<file path="config.mk">
export PLATFORM = sky130hd
export DESIGN_NAME = pixel_format_to_rgb24
export DESIGN_NICKNAME = d
export VERILOG_FILES = /design/src/hw/rtl/pfrgb_pkg.sv /design/src/hw/rtl/pfrgb_front.sv /design/src/hw/rtl/pfrgb_fifo.sv /design/src/hw/rtl/pfrgb_back.sv /design/src/hw/rtl/pixel_format_to_rgb24.sv
export SDC_FILE = /design/constraint.sdc
export NUM_CORES = 1
export LEC_CHECK = 0
export ABC_AREA = 0
export BUFFER_PORTS_ARGS = -buffer_cell sky130_fd_sc_hd__buf_2
export CORE_UTILIZATION = 64
export CTS_CLUSTER_DIAMETER = 120
export DETAILED_ROUTE_END_ITERATION = 7
export PLACE_DENSITY_LB_ADDON = 0.2
export SLEW_MARGIN = 10
export SYNTH_ARGS = -nofsm -noshare
export SYNTH_HDL_FRONTEND = slang
export SYNTH_SLANG_ARGS = --single-unit
export TNS_END_PERCENT = 100
</file>
<file path="constraint.sdc">
create_clock -name clk_i -period 4.6 [get_ports clk_i]
set_input_delay 0.69 -clock clk_i [delete_from_list [all_inputs] [get_ports clk_i]]
set_output_delay 0.69 -clock clk_i [all_outputs]
set_load 0.01 [all_outputs]
</file>
<file path="src/hw/rtl/pfrgb_pkg.sv">
// Shared types, constants and lookup tables for the pixel format converter.
// Depends on nothing. Used by every module of the converter.

package pfrgb_pkg;

  // Source pixel layouts held in the format register.
  typedef enum logic [3:0] {
    FMT_RGB332   = 4'd0,
    FMT_XRGB444  = 4'd1,
    FMT_XRGB555  = 4'd2,
    FMT_RGB565   = 4'd3,
    FMT_XRGB555X = 4'd4,
    FMT_RGB565X  = 4'd5,
    FMT_BGR24    = 4'd6,
    FMT_RGB24    = 4'd7,
    FMT_BGR666   = 4'd8,
    FMT_XBGR32   = 4'd9,
    FMT_XRGB32   = 4'd10,
    FMT_YUYV     = 4'd11
  } pix_fmt_e;

  localparam int unsigned FMT_W      = 4;
  localparam int unsigned FIFO_DEPTH = 2;

  // Widths of the YUV arithmetic: chroma products and accumulators.
  localparam int unsigned TERM_W = 25;
  localparam int unsigned ACC_W  = 26;

  // BT.601 full-range coefficients in Q16.
  localparam logic signed [TERM_W-1:0] COEF_RV = 25'sd91881;
  localparam logic signed [TERM_W-1:0] COEF_GU = 25'sd22554;
  localparam logic signed [TERM_W-1:0] COEF_GV = 25'sd46802;
  localparam logic signed [TERM_W-1:0] COEF_BU = 25'sd116130;

  // Full-scale values of the channel widths that need a true rescale.
  localparam int unsigned MAX3 = 7;
  localparam int unsigned MAX5 = 31;
  localparam int unsigned MAX6 = 63;
  localparam int unsigned FULL8 = 255;

  typedef logic [63:0][7:0] lut64_t;

  // Rescale tables floor(v * 255 / (2^n - 1)), built at elaboration.
  function automatic lut64_t build_lut3();
    lut64_t t;
    t = '0;
    for (int i = 0; i <= int'(MAX3); i++) t[6'(i)] = 8'((i * FULL8) / MAX3);
    return t;
  endfunction

  function automatic lut64_t build_lut5();
    lut64_t t;
    t = '0;
    for (int i = 0; i <= int'(MAX5); i++) t[6'(i)] = 8'((i * FULL8) / MAX5);
    return t;
  endfunction

  function automatic lut64_t build_lut6();
    lut64_t t;
    t = '0;
    for (int i = 0; i <= int'(MAX6); i++) t[6'(i)] = 8'((i * FULL8) / MAX6);
    return t;
  endfunction

  localparam lut64_t LUT3 = build_lut3();
  localparam lut64_t LUT5 = build_lut5();
  localparam lut64_t LUT6 = build_lut6();

  // One classified group, as queued between the front and back ends.
  typedef struct packed {
    logic                     is_yuv;
    logic [7:0]               red;
    logic [7:0]               green;
    logic [7:0]               blue;
    logic [7:0]               y0;
    logic [7:0]               y1;
    logic signed [TERM_W-1:0] r_term;
    logic signed [TERM_W-1:0] g_term;
    logic signed [TERM_W-1:0] b_term;
  } work_t;

  // Queue status seen by the front and back ends.
  typedef struct packed {
    logic full;
    logic empty;
  } fifo_stat_t;

endpackage

</file>
<file path="src/hw/rtl/pfrgb_front.sv">
// Front end: decodes one source group by the format register.
// Depends on pfrgb_pkg (format codes, rescale tables, work_t).

module pfrgb_front (
  input  logic [pfrgb_pkg::FMT_W-1:0] fmt_i,
  input  logic [31:0]                 pix_i,
  output logic                        keep_o,
  output pfrgb_pkg::work_t            work_o
);

  logic [7:0]                          b0, b1, b2, b3;
  logic [15:0]                         w16;
  logic [23:0]                         w24;
  logic signed [7:0]                   u_s, v_s;
  logic signed [pfrgb_pkg::TERM_W-1:0] u_ext, v_ext;

  assign b0  = pix_i[7:0];
  assign b1  = pix_i[15:8];
  assign b2  = pix_i[23:16];
  assign b3  = pix_i[31:24];
  assign w16 = {b0, b1};
  assign w24 = {b0, b1, b2};

  // Chroma with the 128 offset removed: flipping the top bit gives b - 128.
  assign u_s   = $signed({~b1[7], b1[6:0]});
  assign v_s   = $signed({~b3[7], b3[6:0]});
  assign u_ext = pfrgb_pkg::TERM_W'(u_s);
  assign v_ext = pfrgb_pkg::TERM_W'(v_s);

  // Extract and rescale RGB channels, form YUYV terms, drop bad codes.
  always_comb begin
    work_o        = '0;
    keep_o        = 1'b1;
    work_o.y0     = b0;
    work_o.y1     = b2;
    work_o.r_term = pfrgb_pkg::COEF_RV * v_ext;
    work_o.g_term = -(pfrgb_pkg::COEF_GU * u_ext) - (pfrgb_pkg::COEF_GV * v_ext);
    work_o.b_term = pfrgb_pkg::COEF_BU * u_ext;
    case (fmt_i)
      pfrgb_pkg::FMT_RGB332: begin
        work_o.red   = pfrgb_pkg::LUT3[{3'b0, pix_i[7:5]}];
        work_o.green = pfrgb_pkg::LUT3[{3'b0, pix_i[4:2]}];
        work_o.blue  = {4{pix_i[1:0]}};
      end
      pfrgb_pkg::FMT_XRGB444: begin
        work_o.red   = {2{pix_i[11:8]}};
        work_o.green = {2{pix_i[7:4]}};
        work_o.blue  = {2{pix_i[3:0]}};
      end
      pfrgb_pkg::FMT_XRGB555: begin
        work_o.red   = pfrgb_pkg::LUT5[{1'b0, pix_i[14:10]}];
        work_o.green = pfrgb_pkg::LUT5[{1'b0, pix_i[9:5]}];
        work_o.blue  = pfrgb_pkg::LUT5[{1'b0, pix_i[4:0]}];
      end
      pfrgb_pkg::FMT_RGB565: begin
        work_o.red   = pfrgb_pkg::LUT5[{1'b0, pix_i[15:11]}];
        work_o.green = pfrgb_pkg::LUT6[pix_i[10:5]];
        work_o.blue  = pfrgb_pkg::LUT5[{1'b0, pix_i[4:0]}];
      end
      pfrgb_pkg::FMT_XRGB555X: begin
        work_o.red   = pfrgb_pkg::LUT5[{1'b0, w16[14:10]}];
        work_o.green = pfrgb_pkg::LUT5[{1'b0, w16[9:5]}];
        work_o.blue  = pfrgb_pkg::LUT5[{1'b0, w16[4:0]}];
      end
      pfrgb_pkg::FMT_RGB565X: begin
        work_o.red   = pfrgb_pkg::LUT5[{1'b0, w16[15:11]}];
        work_o.green = pfrgb_pkg::LUT6[w16[10:5]];
        work_o.blue  = pfrgb_pkg::LUT5[{1'b0, w16[4:0]}];
      end
      pfrgb_pkg::FMT_BGR24, pfrgb_pkg::FMT_XBGR32: begin
        work_o.red   = b2;
        work_o.green = b1;
        work_o.blue  = b0;
      end
      pfrgb_pkg::FMT_RGB24: begin
        work_o.red   = b0;
        work_o.green = b1;
        work_o.blue  = b2;
      end
      pfrgb_pkg::FMT_BGR666: begin
        work_o.red   = pfrgb_pkg::LUT6[w24[11:6]];
        work_o.green = pfrgb_pkg::LUT6[w24[17:12]];
        work_o.blue  = pfrgb_pkg::LUT6[w24[23:18]];
      end
      pfrgb_pkg::FMT_XRGB32: begin
        work_o.red   = b1;
        work_o.green = b2;
        work_o.blue  = b3;
      end
      pfrgb_pkg::FMT_YUYV: begin
        work_o.is_yuv = 1'b1;
      end
      default: begin
        // Undefined format codes drop the group.
        keep_o = 1'b0;
      end
    endcase
  end

endmodule

</file>
<file path="src/hw/rtl/pfrgb_fifo.sv">
// Short queue of classified groups between the front and back ends.
// Depends on pfrgb_pkg (work_t, fifo_stat_t).

module pfrgb_fifo #(
  parameter int unsigned Depth = pfrgb_pkg::FIFO_DEPTH
) (
  input  logic                   clk_i,
  input  logic                   rst_ni,
  input  logic                   push_i,
  input  pfrgb_pkg::work_t       entry_i,
  input  logic                   pop_i,
  output pfrgb_pkg::work_t       head_o,
  output pfrgb_pkg::fifo_stat_t  stat_o
);

  localparam int unsigned PtrW = (Depth > 1) ? $clog2(Depth) : 1;
  localparam int unsigned CntW = $clog2(Depth + 1);

  pfrgb_pkg::work_t mem_q [Depth];
  logic [PtrW-1:0]  wr_ptr_q, wr_ptr_d, rd_ptr_q, rd_ptr_d;
  logic [CntW-1:0]  cnt_q, cnt_d;
  logic             do_push, do_pop;

  assign stat_o.full  = (cnt_q == CntW'(Depth));
  assign stat_o.empty = (cnt_q == '0);
  assign do_push      = push_i && !stat_o.full;
  assign do_pop       = pop_i && !stat_o.empty;
  assign head_o       = mem_q[rd_ptr_q];

  // Pointer and fill count update.
  always_comb begin
    wr_ptr_d = wr_ptr_q;
    rd_ptr_d = rd_ptr_q;
    cnt_d    = cnt_q;
    if (do_push) begin
      wr_ptr_d = (wr_ptr_q == PtrW'(Depth - 1)) ? '0 : wr_ptr_q + 1'b1;
    end
    if (do_pop) begin
      rd_ptr_d = (rd_ptr_q == PtrW'(Depth - 1)) ? '0 : rd_ptr_q + 1'b1;
    end
    if (do_push && !do_pop) begin
      cnt_d = cnt_q + 1'b1;
    end else if (do_pop && !do_push) begin
      cnt_d = cnt_q - 1'b1;
    end
  end

  always_ff @(posedge clk_i or negedge rst_ni) begin
    if (!rst_ni) begin
      wr_ptr_q <= '0;
      rd_ptr_q <= '0;
      cnt_q    <= '0;
    end else begin
      wr_ptr_q <= wr_ptr_d;
      rd_ptr_q <= rd_ptr_d;
      cnt_q    <= cnt_d;
    end
  end

  // Entry storage, no reset needed.
  always_ff @(posedge clk_i) begin
    if (do_push) begin
      mem_q[wr_ptr_q] <= entry_i;
    end
  end

endmodule

</file>
<file path="src/hw/rtl/pfrgb_back.sv">
// Back end: turns queued groups into output pixels, one beat per cycle unless stalled.
// Depends on pfrgb_pkg (work_t, fifo_stat_t, accumulator widths).

module pfrgb_back (
  input  logic                  clk_i,
  input  logic                  rst_ni,
  input  pfrgb_pkg::work_t      head_i,
  input  pfrgb_pkg::fifo_stat_t stat_i,
  output logic                  pop_o,
  output logic                  m_tvalid_o,
  input  logic                  m_tready_i,
  output logic [23:0]           m_tdata_o,
  output logic                  m_tlast_o
);

  logic        valid_q, valid_d;
  logic        half_q, half_d;
  logic [23:0] data_q, data_d;
  logic        last_q, last_d;
  logic        load, take;
  logic [7:0]  y_sel;
  logic signed [pfrgb_pkg::ACC_W-1:0] base, acc_r, acc_g, acc_b;

  // Floor to integer and clamp to 0..255.
  function automatic logic [7:0] clamp_chan(logic signed [pfrgb_pkg::ACC_W-1:0] acc);
    logic [7:0] res;
    if (acc[pfrgb_pkg::ACC_W-1]) begin
      res = 8'd0;
    end else if (acc[24]) begin
      res = 8'hFF;
    end else begin
      res = acc[23:16];
    end
    return res;
  endfunction

  assign load = !valid_q || m_tready_i;
  assign take = load && !stat_i.empty;

  // Left pixel of a pair uses Y0, right pixel Y1.
  assign y_sel = half_q ? head_i.y1 : head_i.y0;
  assign base  = $signed({2'b00, y_sel, 16'h0000});
  assign acc_r = base + pfrgb_pkg::ACC_W'(head_i.r_term);
  assign acc_g = base + pfrgb_pkg::ACC_W'(head_i.g_term);
  assign acc_b = base + pfrgb_pkg::ACC_W'(head_i.b_term);

  // Output register load and pair sequencing.
  always_comb begin
    valid_d = valid_q;
    half_d  = half_q;
    data_d  = data_q;
    last_d  = last_q;
    pop_o   = 1'b0;
    if (load) begin
      valid_d = take;
    end
    if (take) begin
      if (head_i.is_yuv) begin
        data_d = {clamp_chan(acc_b), clamp_chan(acc_g), clamp_chan(acc_r)};
      end else begin
        data_d = {head_i.blue, head_i.green, head_i.red};
      end
      if (head_i.is_yuv && !half_q) begin
        last_d = 1'b0;
        half_d = 1'b1;
      end else begin
        last_d = 1'b1;
        half_d = 1'b0;
        pop_o  = 1'b1;
      end
    end
  end

  always_ff @(posedge clk_i or negedge rst_ni) begin
    if (!rst_ni) begin
      valid_q <= 1'b0;
      half_q  <= 1'b0;
    end else begin
      valid_q <= valid_d;
      half_q  <= half_d;
    end
  end

  always_ff @(posedge clk_i) begin
    data_q <= data_d;
    last_q <= last_d;
  end

  assign m_tvalid_o = valid_q;
  assign m_tdata_o  = data_q;
  assign m_tlast_o  = last_q;

endmodule

</file>
<file path="src/hw/rtl/pixel_format_to_rgb24.sv">
// Packed RGB / YUYV to 24-bit RGB converter, top level.
// Uses the channels below; format register written over the cfg channel.
// s_axis: one beat carries one source group of four bytes, byte 0 lowest.
// m_axis: one beat per output pixel; tdata holds red, green, blue from bit 0,
//   tlast is high on the final pixel of a group, low on a YUYV left pixel.
// cfg: one beat writes the 4-bit pixel format; always ready. Write it only
//   while no group is in flight. Codes 12 to 15 accept and drop groups.
// The first pixel of a group reaches m_axis through the queue and then the
//   output register; a YUYV right pixel is sent after its left pixel.
// RGB layouts give one pixel per group, YUYV two; the output register sends
//   one pixel per cycle while the receiver is ready and a group is queued.
// A queue of FIFO_DEPTH groups between the decode front end and the pixel
//   back end lets input continue while the receiver stalls; when it fills,
//   s_axis_tready drops.
// Reset clears the queue and the output valid and pair flags, and sets rgb332.
// Depends on pfrgb_pkg, pfrgb_front, pfrgb_fifo, pfrgb_back.

module pixel_format_to_rgb24 #(
  parameter int unsigned FifoDepth = pfrgb_pkg::FIFO_DEPTH
) (
  input  logic                        clk_i,
  input  logic                        rst_ni,
  input  logic                        cfg_valid_i,
  output logic                        cfg_ready_o,
  input  logic [pfrgb_pkg::FMT_W-1:0] cfg_data_i,    // pixel_format
  input  logic                        s_axis_tvalid,
  output logic                        s_axis_tready,
  input  logic [31:0]                 s_axis_tdata,  // pixel_bytes
  output logic                        m_axis_tvalid,
  input  logic                        m_axis_tready,
  output logic [23:0]                 m_axis_tdata,  // red, green, blue
  output logic                        m_axis_tlast   // last_of_group
);

  logic [pfrgb_pkg::FMT_W-1:0] fmt_q;
  logic                        keep, push, pop;
  pfrgb_pkg::work_t            work, head;
  pfrgb_pkg::fifo_stat_t       stat;

  // Format register.
  assign cfg_ready_o = 1'b1;

  always_ff @(posedge clk_i or negedge rst_ni) begin
    if (!rst_ni) begin
      fmt_q <= pfrgb_pkg::FMT_RGB332;
    end else if (cfg_valid_i) begin
      fmt_q <= cfg_data_i;
    end
  end

  // Front end decodes each accepted beat into the queue.
  pfrgb_front u_front (
    .fmt_i  (fmt_q),
    .pix_i  (s_axis_tdata),
    .keep_o (keep),
    .work_o (work)
  );

  assign s_axis_tready = !stat.full;
  assign push          = s_axis_tvalid && s_axis_tready && keep;

  pfrgb_fifo #(
    .Depth (FifoDepth)
  ) u_fifo (
    .clk_i   (clk_i),
    .rst_ni  (rst_ni),
    .push_i  (push),
    .entry_i (work),
    .pop_i   (pop),
    .head_o  (head),
    .stat_o  (stat)
  );

  // Back end emits pixels through the output register.
  pfrgb_back u_back (
    .clk_i      (clk_i),
    .rst_ni     (rst_ni),
    .head_i     (head),
    .stat_i     (stat),
    .pop_o      (pop),
    .m_tvalid_o (m_axis_tvalid),
    .m_tready_i (m_axis_tready),
    .m_tdata_o  (m_axis_tdata),
    .m_tlast_o  (m_axis_tlast)
  );

endmodule

</file>
==> results of run 1 <==
==> critical path, delay by kind of cell <==
kind	cells	cell delay (ns)
adder cells (fa/ha/maj)	7	2.62
buffers and inverters	5	0.45
AO/OA/AOI/OAI	9	2.12
XOR/XNOR	1	0.12
==> cells by family (layout without fill, tap and decap cells) <==
family          after synthesis  count (layout)  synth area share [%]
compound gates              395             395                 15.12
xor+xnor                     70              70                 3.665
fa+ha+maj                   374             374                 31.60
buf+inv                     286             595                 6.352
flops                       171             171                 29.67
mux                          80              80                 5.461
other cells                   1               1               0.02188
simple gates                295             295                 8.105
==> cell usage in the layout, fill, tap and decap left out, types with 14 or more instances in the layout <==
cell       netlist  final
fa_1            98     92
o211ai_1        14     14
a22oi_1         16     16
o21ai_0        117    105
ha_4             0     19
nand2_1         82     80
buf_2            2     62
nor3_1          22     22
nand3_1         23     22
inv_1          238    223
nor2_1          87     81
clkbuf_16        0     17
xor2_1          19     17
a21oi_1         81     66
mux2_2          28     28
a21o_1          36     36
edfxtp_1       161    161
mux2i_1         44     43
buf_4            1    244
ha_1           276    253
nand4_1         14     14
nand2b_1        16     16
xnor2_1         50     43
nor2b_1         15     15
==> area by class of cell <==
class / count / share of cell area, %
Clock buffer: 19 / 2.154
Clock inverter: 13 / 0.7437
Inverter: 238 / 4.319
Multi-Input combinational cell: 1215 / 55.25
Sequential cell: 171 / 24.18
Tap cell: 335 / 1.993
Timing Repair Buffer: 325 / 11.35
==> worst max-delay path by stage <==
stage	slack, ns	start	depth (start not counted)	to
finish	-1.25	s_axis_tdata[30]	22	u_fifo.mem_q[1][48]
detailed placement	-1.72	s_axis_tdata[30]	24	u_fifo.mem_q[1][48]
floorplan	-1.28	s_axis_tdata[30]	23	u_fifo.mem_q[0][48]
CTS	-1.07	s_axis_tdata[30]	24	u_fifo.mem_q[1][48]
global route	-1.39	s_axis_tdata[30]	22	u_fifo.mem_q[1][48]
global placement	-1.52	s_axis_tdata[30]	24	u_fifo.mem_q[0][48]
==> metal layers <==
metal	vias up	routed length, um
met1	7066	20550
li1	6595	-
met2	772	24780
met5	-	0
met4	0	2524
met3	187	4230
==> report_power, final <==
part / total, uW / internal [uW] / switching [uW]
clock network: 1470 / 845 / 628
registers: 2970 / 2760 / 203
logic: 12900 / 6070 / 6880
==> synthesized netlist by cell type (8+ instances only) <==
master     instances
o211ai_1          14
a222oi_1          12
o21a_1            10
o2111ai_1          8
nor2_1            87
a22oi_1           16
xor2_1            19
nand4_1           14
nand3_1           23
a211o_1            9
a221oi_1          11
edfxtp_1         161
o311ai_0           9
mux2i_1           44
mux4_2             8
and3_1             9
ha_1             276
or3_1              9
mux2_2            28
inv_1            238
fa_1              98
a31oi_1            8
nor3_1            22
nand2_1           82
dfrtp_1           10
xnor2_1           50
o21ai_0          117
nand2b_1          16
nor2b_1           15
clkbuf_1          37
a21oi_1           81
a211oi_1           9
a21o_1            36
==> registers in the layout, indices dropped and copies added, names as in the netlist <==
register / cells
u_fifo.mem_q: 136
u_back.m_tdata_o: 24
fmt_q: 4
u_fifo.cnt_q: 2
u_back.half_q: 1
u_back.m_tlast_o: 1
u_back.m_tvalid_o: 1
u_fifo.rd_ptr_q: 1
u_fifo.wr_ptr_q: 1
==> stage by stage <==
step,setup TNS [ns],std cells,hold WS [ns],area (um2)
detailed placement,-45.96,2263,0.4913,19680
CTS,-15.19,2306,0.1248,20720
finish,-19.03,2316,0.1315,21030
floorplan,-18.55,1672,0.3944,17320
global placement,-39.68,2263,0.4823,19680
global route,-21.76,2316,0.1415,21030
==> what timing repair did <==
action                                  CTS  global route
gates resized for setup                  69            62
endpoints found under the setup margin   46            49
pin swaps                                29            46
buffers inserted                         16            15
cloned                                    0             0
==> results_dict.tcl, run 1 <==
set metrics [dict create \
    use_met2_pct 63.19 \
    die_h_um 165.6 \
    worst_ep_arrival_time_ns 6.01 \
    port-buffer-count 67 \
    ys_seq_area_share_pct 29.67 \
    finalMaxSlewViolations 0 \
    num-nets-final 2383 \
    use_met1_pct 48.14 \
    rows 59 \
    detail_route.wl_per_cell_um 22.49 \
    cp_slowest_cell "fa_2" \
    dp_hpwl_um 38970 \
    pre_cts_ws_ns -1.723 \
    skew_ns 0.01688 \
    rsz0062_at_grt "yes" \
    critPathMaxFanout 3 \
    grt_pass1_vias 14980 \
    cts_sinks 171 \
    status "finished, violations left" \
    antenna-diode-count 0 \
    setup-violations-final 18 \
    hold_path_class "primary input to async pin" \
    synth_top_area_cell "edfxtp_1" \
    htree_levels 4 \
    met3_usage_pct 6.786 \
    worst_skew_pair.late_latency_ns 0.43 \
    drt_iter0_markers 1793 \
    critPathRequiredTime_ns 4.76 \
    synth_cell_type_count 74 \
    worst_slew_pin_slew_ns 0.9483 \
    rrSetupSlack_ns 0.62 \
    start_util_pct 65.58 \
    die_x_um 165.6 \
    syn_area_um2 17140 \
    synth_top_cell_area_share_pct 28.21 \
    hold_buffers 0 \
    grt_pass1_wl_um 80160 \
    syn_avg_cell_area_um2 10.25 \
    ys_ff_latch 171 \
    seq_area_um2 5086 \
    syn-num-nets 2087 \
    violations "design-rule violations, negative setup slack" \
    r2r_cells 11 \
    p_per_area_nw_per_um2 826.7 \
    synthFlopType "edfxtp_1" \
    grt_usage_pct 37.59 \
    r2r_end "u_back.m_tdata_o[3]" \
    root_buffer "clkbuf_16" \
    finalHoldViolCount 0 \
    cts-buffers-inserted 17 \
    io_pins 69 \
    antenna_left 0 \
    design.die.area_um2 27430 \
    crit_chain "buf_8 -> clkinvlp_4 -> fa_2 -> ha_4 -> fa_1 -> inv_2 -> fa_1 -> inv_2 -> ha_4 -> a21o_1 -> a21o_1 -> a21oi_2 -> buf_4 -> a2bb2oi_1 -> o311ai_1 -> a22o_1 -> ha_1 -> ha_1 -> a21o_1 -> a311o_1 -> a221oi_2 -> xor2_1" \
    multiInputGateArea_um2 11620 \
    fill_cells 1569 \
    leakage_uw 0.009835 \
    finish.utilization_pct 80.48 \
    async_flop_share_pct 5.848 \
    relSlewSlack_pct 36.78 \
    worstSetupEndpointType "flop" \
    ys_warn_count 0 \
    first_pass_iters 8 \
    cpPeakStageDelay_ns 0.59 \
    drt-total-wl_um 52090 \
    reg2reg_from "u_fifo.rd_ptr_q" \
    setup_ws_ns -1.248 \
    grt.busiest_layer "met2" \
    p_total_uw 17390 \
    remaining_drc_errors 20 \
    drive_above_1_share_pct 25.80 \
    coreArea_um2 26130 \
    max-vdd-ir-drop_uv 947.5 \
    detail_route.vias_per_cell 6.313 \
    grt_max_degree 69 \
    cap_violations 0 \
    synth_cells 1672 \
    synth_area_leaders "edfxtp_1 (28%), ha_1 (20%), fa_1 (11%)" \
    fin_crit_ns 5.848 \
    clockBufferDepth 2 \
    vias 14620 \
    grt.overflow.total 0 \
    path_common_cell "a21o_1" \
    place.gp.congestion 0.9985 \
    max_freq_mhz 171.0 \
    area_growth_pct 22.72 \
    antenna_found_initial 0 \
    clk_pin_slew_ns 0.08 \
    cts_tree "built" \
    synth_edf_count 161 \
    fin_crit_sh_pct 127.1 \
    critPathLaunchType "primary input" \
    critPathKind "primary input to flop" \
]
Power figures use the tool's default switching activity.
==> inputs of run 2 (changes only) <==
- CORE_UTILIZATION: 64 -> 69
- CTS_CLUSTER_SIZE: not set -> 20
- clock period: 4.6 -> 7.6 ns (I/O delays scaled with it)
==> run 2 against run 1 <==
  * The run ends with design-rule violations left
  * Non-clock buffer count fell by 228
  * Sequential power shrank 39%
  * Combinational power is 58% lower
  * Clock power fell by 39%
  * Largest cell class unchanged
  * Highest routed layer unchanged
  * Power is 53% lower
  * Sequential share of layout area increased by 3.3 points
  * Clock skew down 0.0024 ns
  * Via count is 8.0% lower
==> results_dict.tcl, run 2 (synthesis gave the netlist of run 1 again) <==
set metrics [dict create \
    status "finished, violations left" \
    violations "design-rule violations" \
    cap_violations 0 \
    detail_route.wl_per_cell_um 21.72 \
    design.die.area_um2 25470 \
    worst_ep_arrival_time_ns 7.40 \
    coreArea_um2 24320 \
    worst_slew_pin_slew_ns 1.239 \
    die_h_um 159.6 \
    hold_buffers 0 \
    io_pins 69 \
    crit_buf_inv 5 \
    critPathMaxFanout 6 \
    r2r_cells 13 \
    grt_max_degree 55 \
    num-nets-final 2155 \
    cts-buffers-inserted 17 \
    critPathKind "primary input to flop" \
    p_per_area_nw_per_um2 442.4 \
    leakage_uw 0.008601 \
    min_to "u_fifo.cnt_q[1]" \
    max_freq_mhz 139.8 \
    largest_reg_flops 136 \
    rows 57 \
    finalMaxSlewViolations 0 \
    grt_pass1_vias 13550 \
    worstSetupEndpointType "flop" \
    worstHoldPathCells 1 \
    max-vdd-ir-drop_uv 481.5 \
    cts_sinks 171 \
    antenna_left 0 \
    drt-total-wl_um 45110 \
    drt_iter0_markers 1344 \
    finalHoldViolCount 0 \
    final_cell_mix "ha_1 (276), inv_1 (238), edfxtp_1 (161), o21ai_0 (117), fa_1 (98)" \
    clk_pin_slew_ns 0.07 \
    first_pass_iters 8 \
    worst_skew_pair.late_latency_ns 0.42 \
    rsz0062_at_grt "no" \
    top_register "u_fifo.mem_q" \
    r2r_end "u_back.m_tdata_o[15]" \
    pre_cts_ws_ns 0.1400 \
    relSlewSlack_pct 17.42 \
    cp_slowest_cell "fa_1" \
    setup_ws_ns 0.4452 \
    fin_crit_sh_pct 94.14 \
    tns_ns 0 \
    remaining_drc_errors 1 \
    critPathRequiredTime_ns 7.84 \
    post_cts.repair.setup_buffers 0 \
    drive_above_1_share_pct 10.21 \
    ctsResizeCount 0 \
    grt_usage_pct 36.76 \
    rrSetupSlack_ns 3.06 \
    min_from "u_fifo.cnt_q[1]" \
    cpLargestDelayFamily "adder cells" \
    fin_crit_ns 7.155 \
    critPathLaunchType "primary input" \
    dpl_cell_area_um2 17920 \
    cts_tree "built" \
    fin_area_um2 18530 \
    dp_hpwl_um 34780 \
    antenna_found_initial 0 \
    area_growth_pct 8.126 \
    die_x_um 159.6 \
    start_util_pct 70.46 \
    clockBufferDepth 2 \
    layout_commonest_cell "ha_1" \
    setup-violations-final 0 \
    vias 13440 \
    p_total_uw 8198 \
    root_buffer "clkbuf_16" \
    reg2reg_from "u_fifo.rd_ptr_q" \
    detail_route.vias_per_cell 6.473 \
    place.gp.congestion 0.9962 \
    grt_pass1_wl_um 71960 \
    htree_levels 4 \
    hold_path_class "flop to flop" \
    grt.overflow.total 0 \
    port-buffer-count 67 \
    cpPeakStageDelay_ns 0.57 \
    skew_ns 0.01452 \
    antenna-diode-count 0 \
]
## run 2: per-layer routing
layer | GRT usage (%) | share of wire [%] | vias up
met5 | 0 | 0 | -
met4 | 14.38 | 3.9 | 0
met3 | 6.721 | 8.5 | 125
met2 | 61.47 | 47 | 724
met1 | 47.49 | 40 | 6456
li1 | - | - | 6139
## run 2: metrics by stage
| stage | instances | utilization (%) | hold slack [ns] |
|---|---|---|---|
| final | 2077 | 76.19 | 0.4997 |
| after global routing | 2077 | 76.19 | 0.5348 |
| after CTS | 2077 | 76.19 | 0.5006 |
| after detailed placement | 2045 | 73.69 | 0.4884 |
| after global placement | 2045 | 73.69 | 0.4855 |
| after floorplan | 1672 | - | 0.4603 |
## run 2: worst reg2reg max path: stages (launching register included)
cell and delay [ns]:
dfrtp_2 0.84, buf_4 0.68, mux2_2 0.45, ha_1 0.20
inv_1 0.09, fa_1 0.23, nor2b_1 0.07, o21ai_0 0.24
a21boi_0 0.17, o21ai_0 0.28, a21oi_1 0.14, xnor2_1 0.25
o21ai_0 0.43, o21ai_0 0.19
## run 2: layout make-up
cell class / count / area, um2
clock inverters: 14 / 178.9
fillers: 1650 / 5791
inverters: 238 / 893.4
repair buffers: 97 / 560.5
clock buffers: 18 / 429.2
multi-input cells: 1215 / 10980
flip-flops and latches: 171 / 5086
well taps: 324 / 405.4
## run 2: report_power, final
part,switching (uW),leakage [uW],internal [uW]
combinational,3250,0.00669,2240
sequential,140,0.00162,1670
clock,375,0.000294,525
total,3760,0.00860,4440
## run 2: how the worst max path moves through the flow
stage	startpoint	end	cells after the start
after CTS	s_axis_tdata[30]	u_fifo.mem_q[1][48]	26
after detailed placement	s_axis_tdata[30]	u_fifo.mem_q[0][48]	26
final	s_axis_tdata[30]	u_fifo.mem_q[1][48]	26
after global placement	s_axis_tdata[30]	u_fifo.mem_q[0][48]	24
after floorplan	s_axis_tdata[30]	u_fifo.mem_q[0][48]	23
after global routing	s_axis_tdata[30]	u_fifo.mem_q[0][48]	24
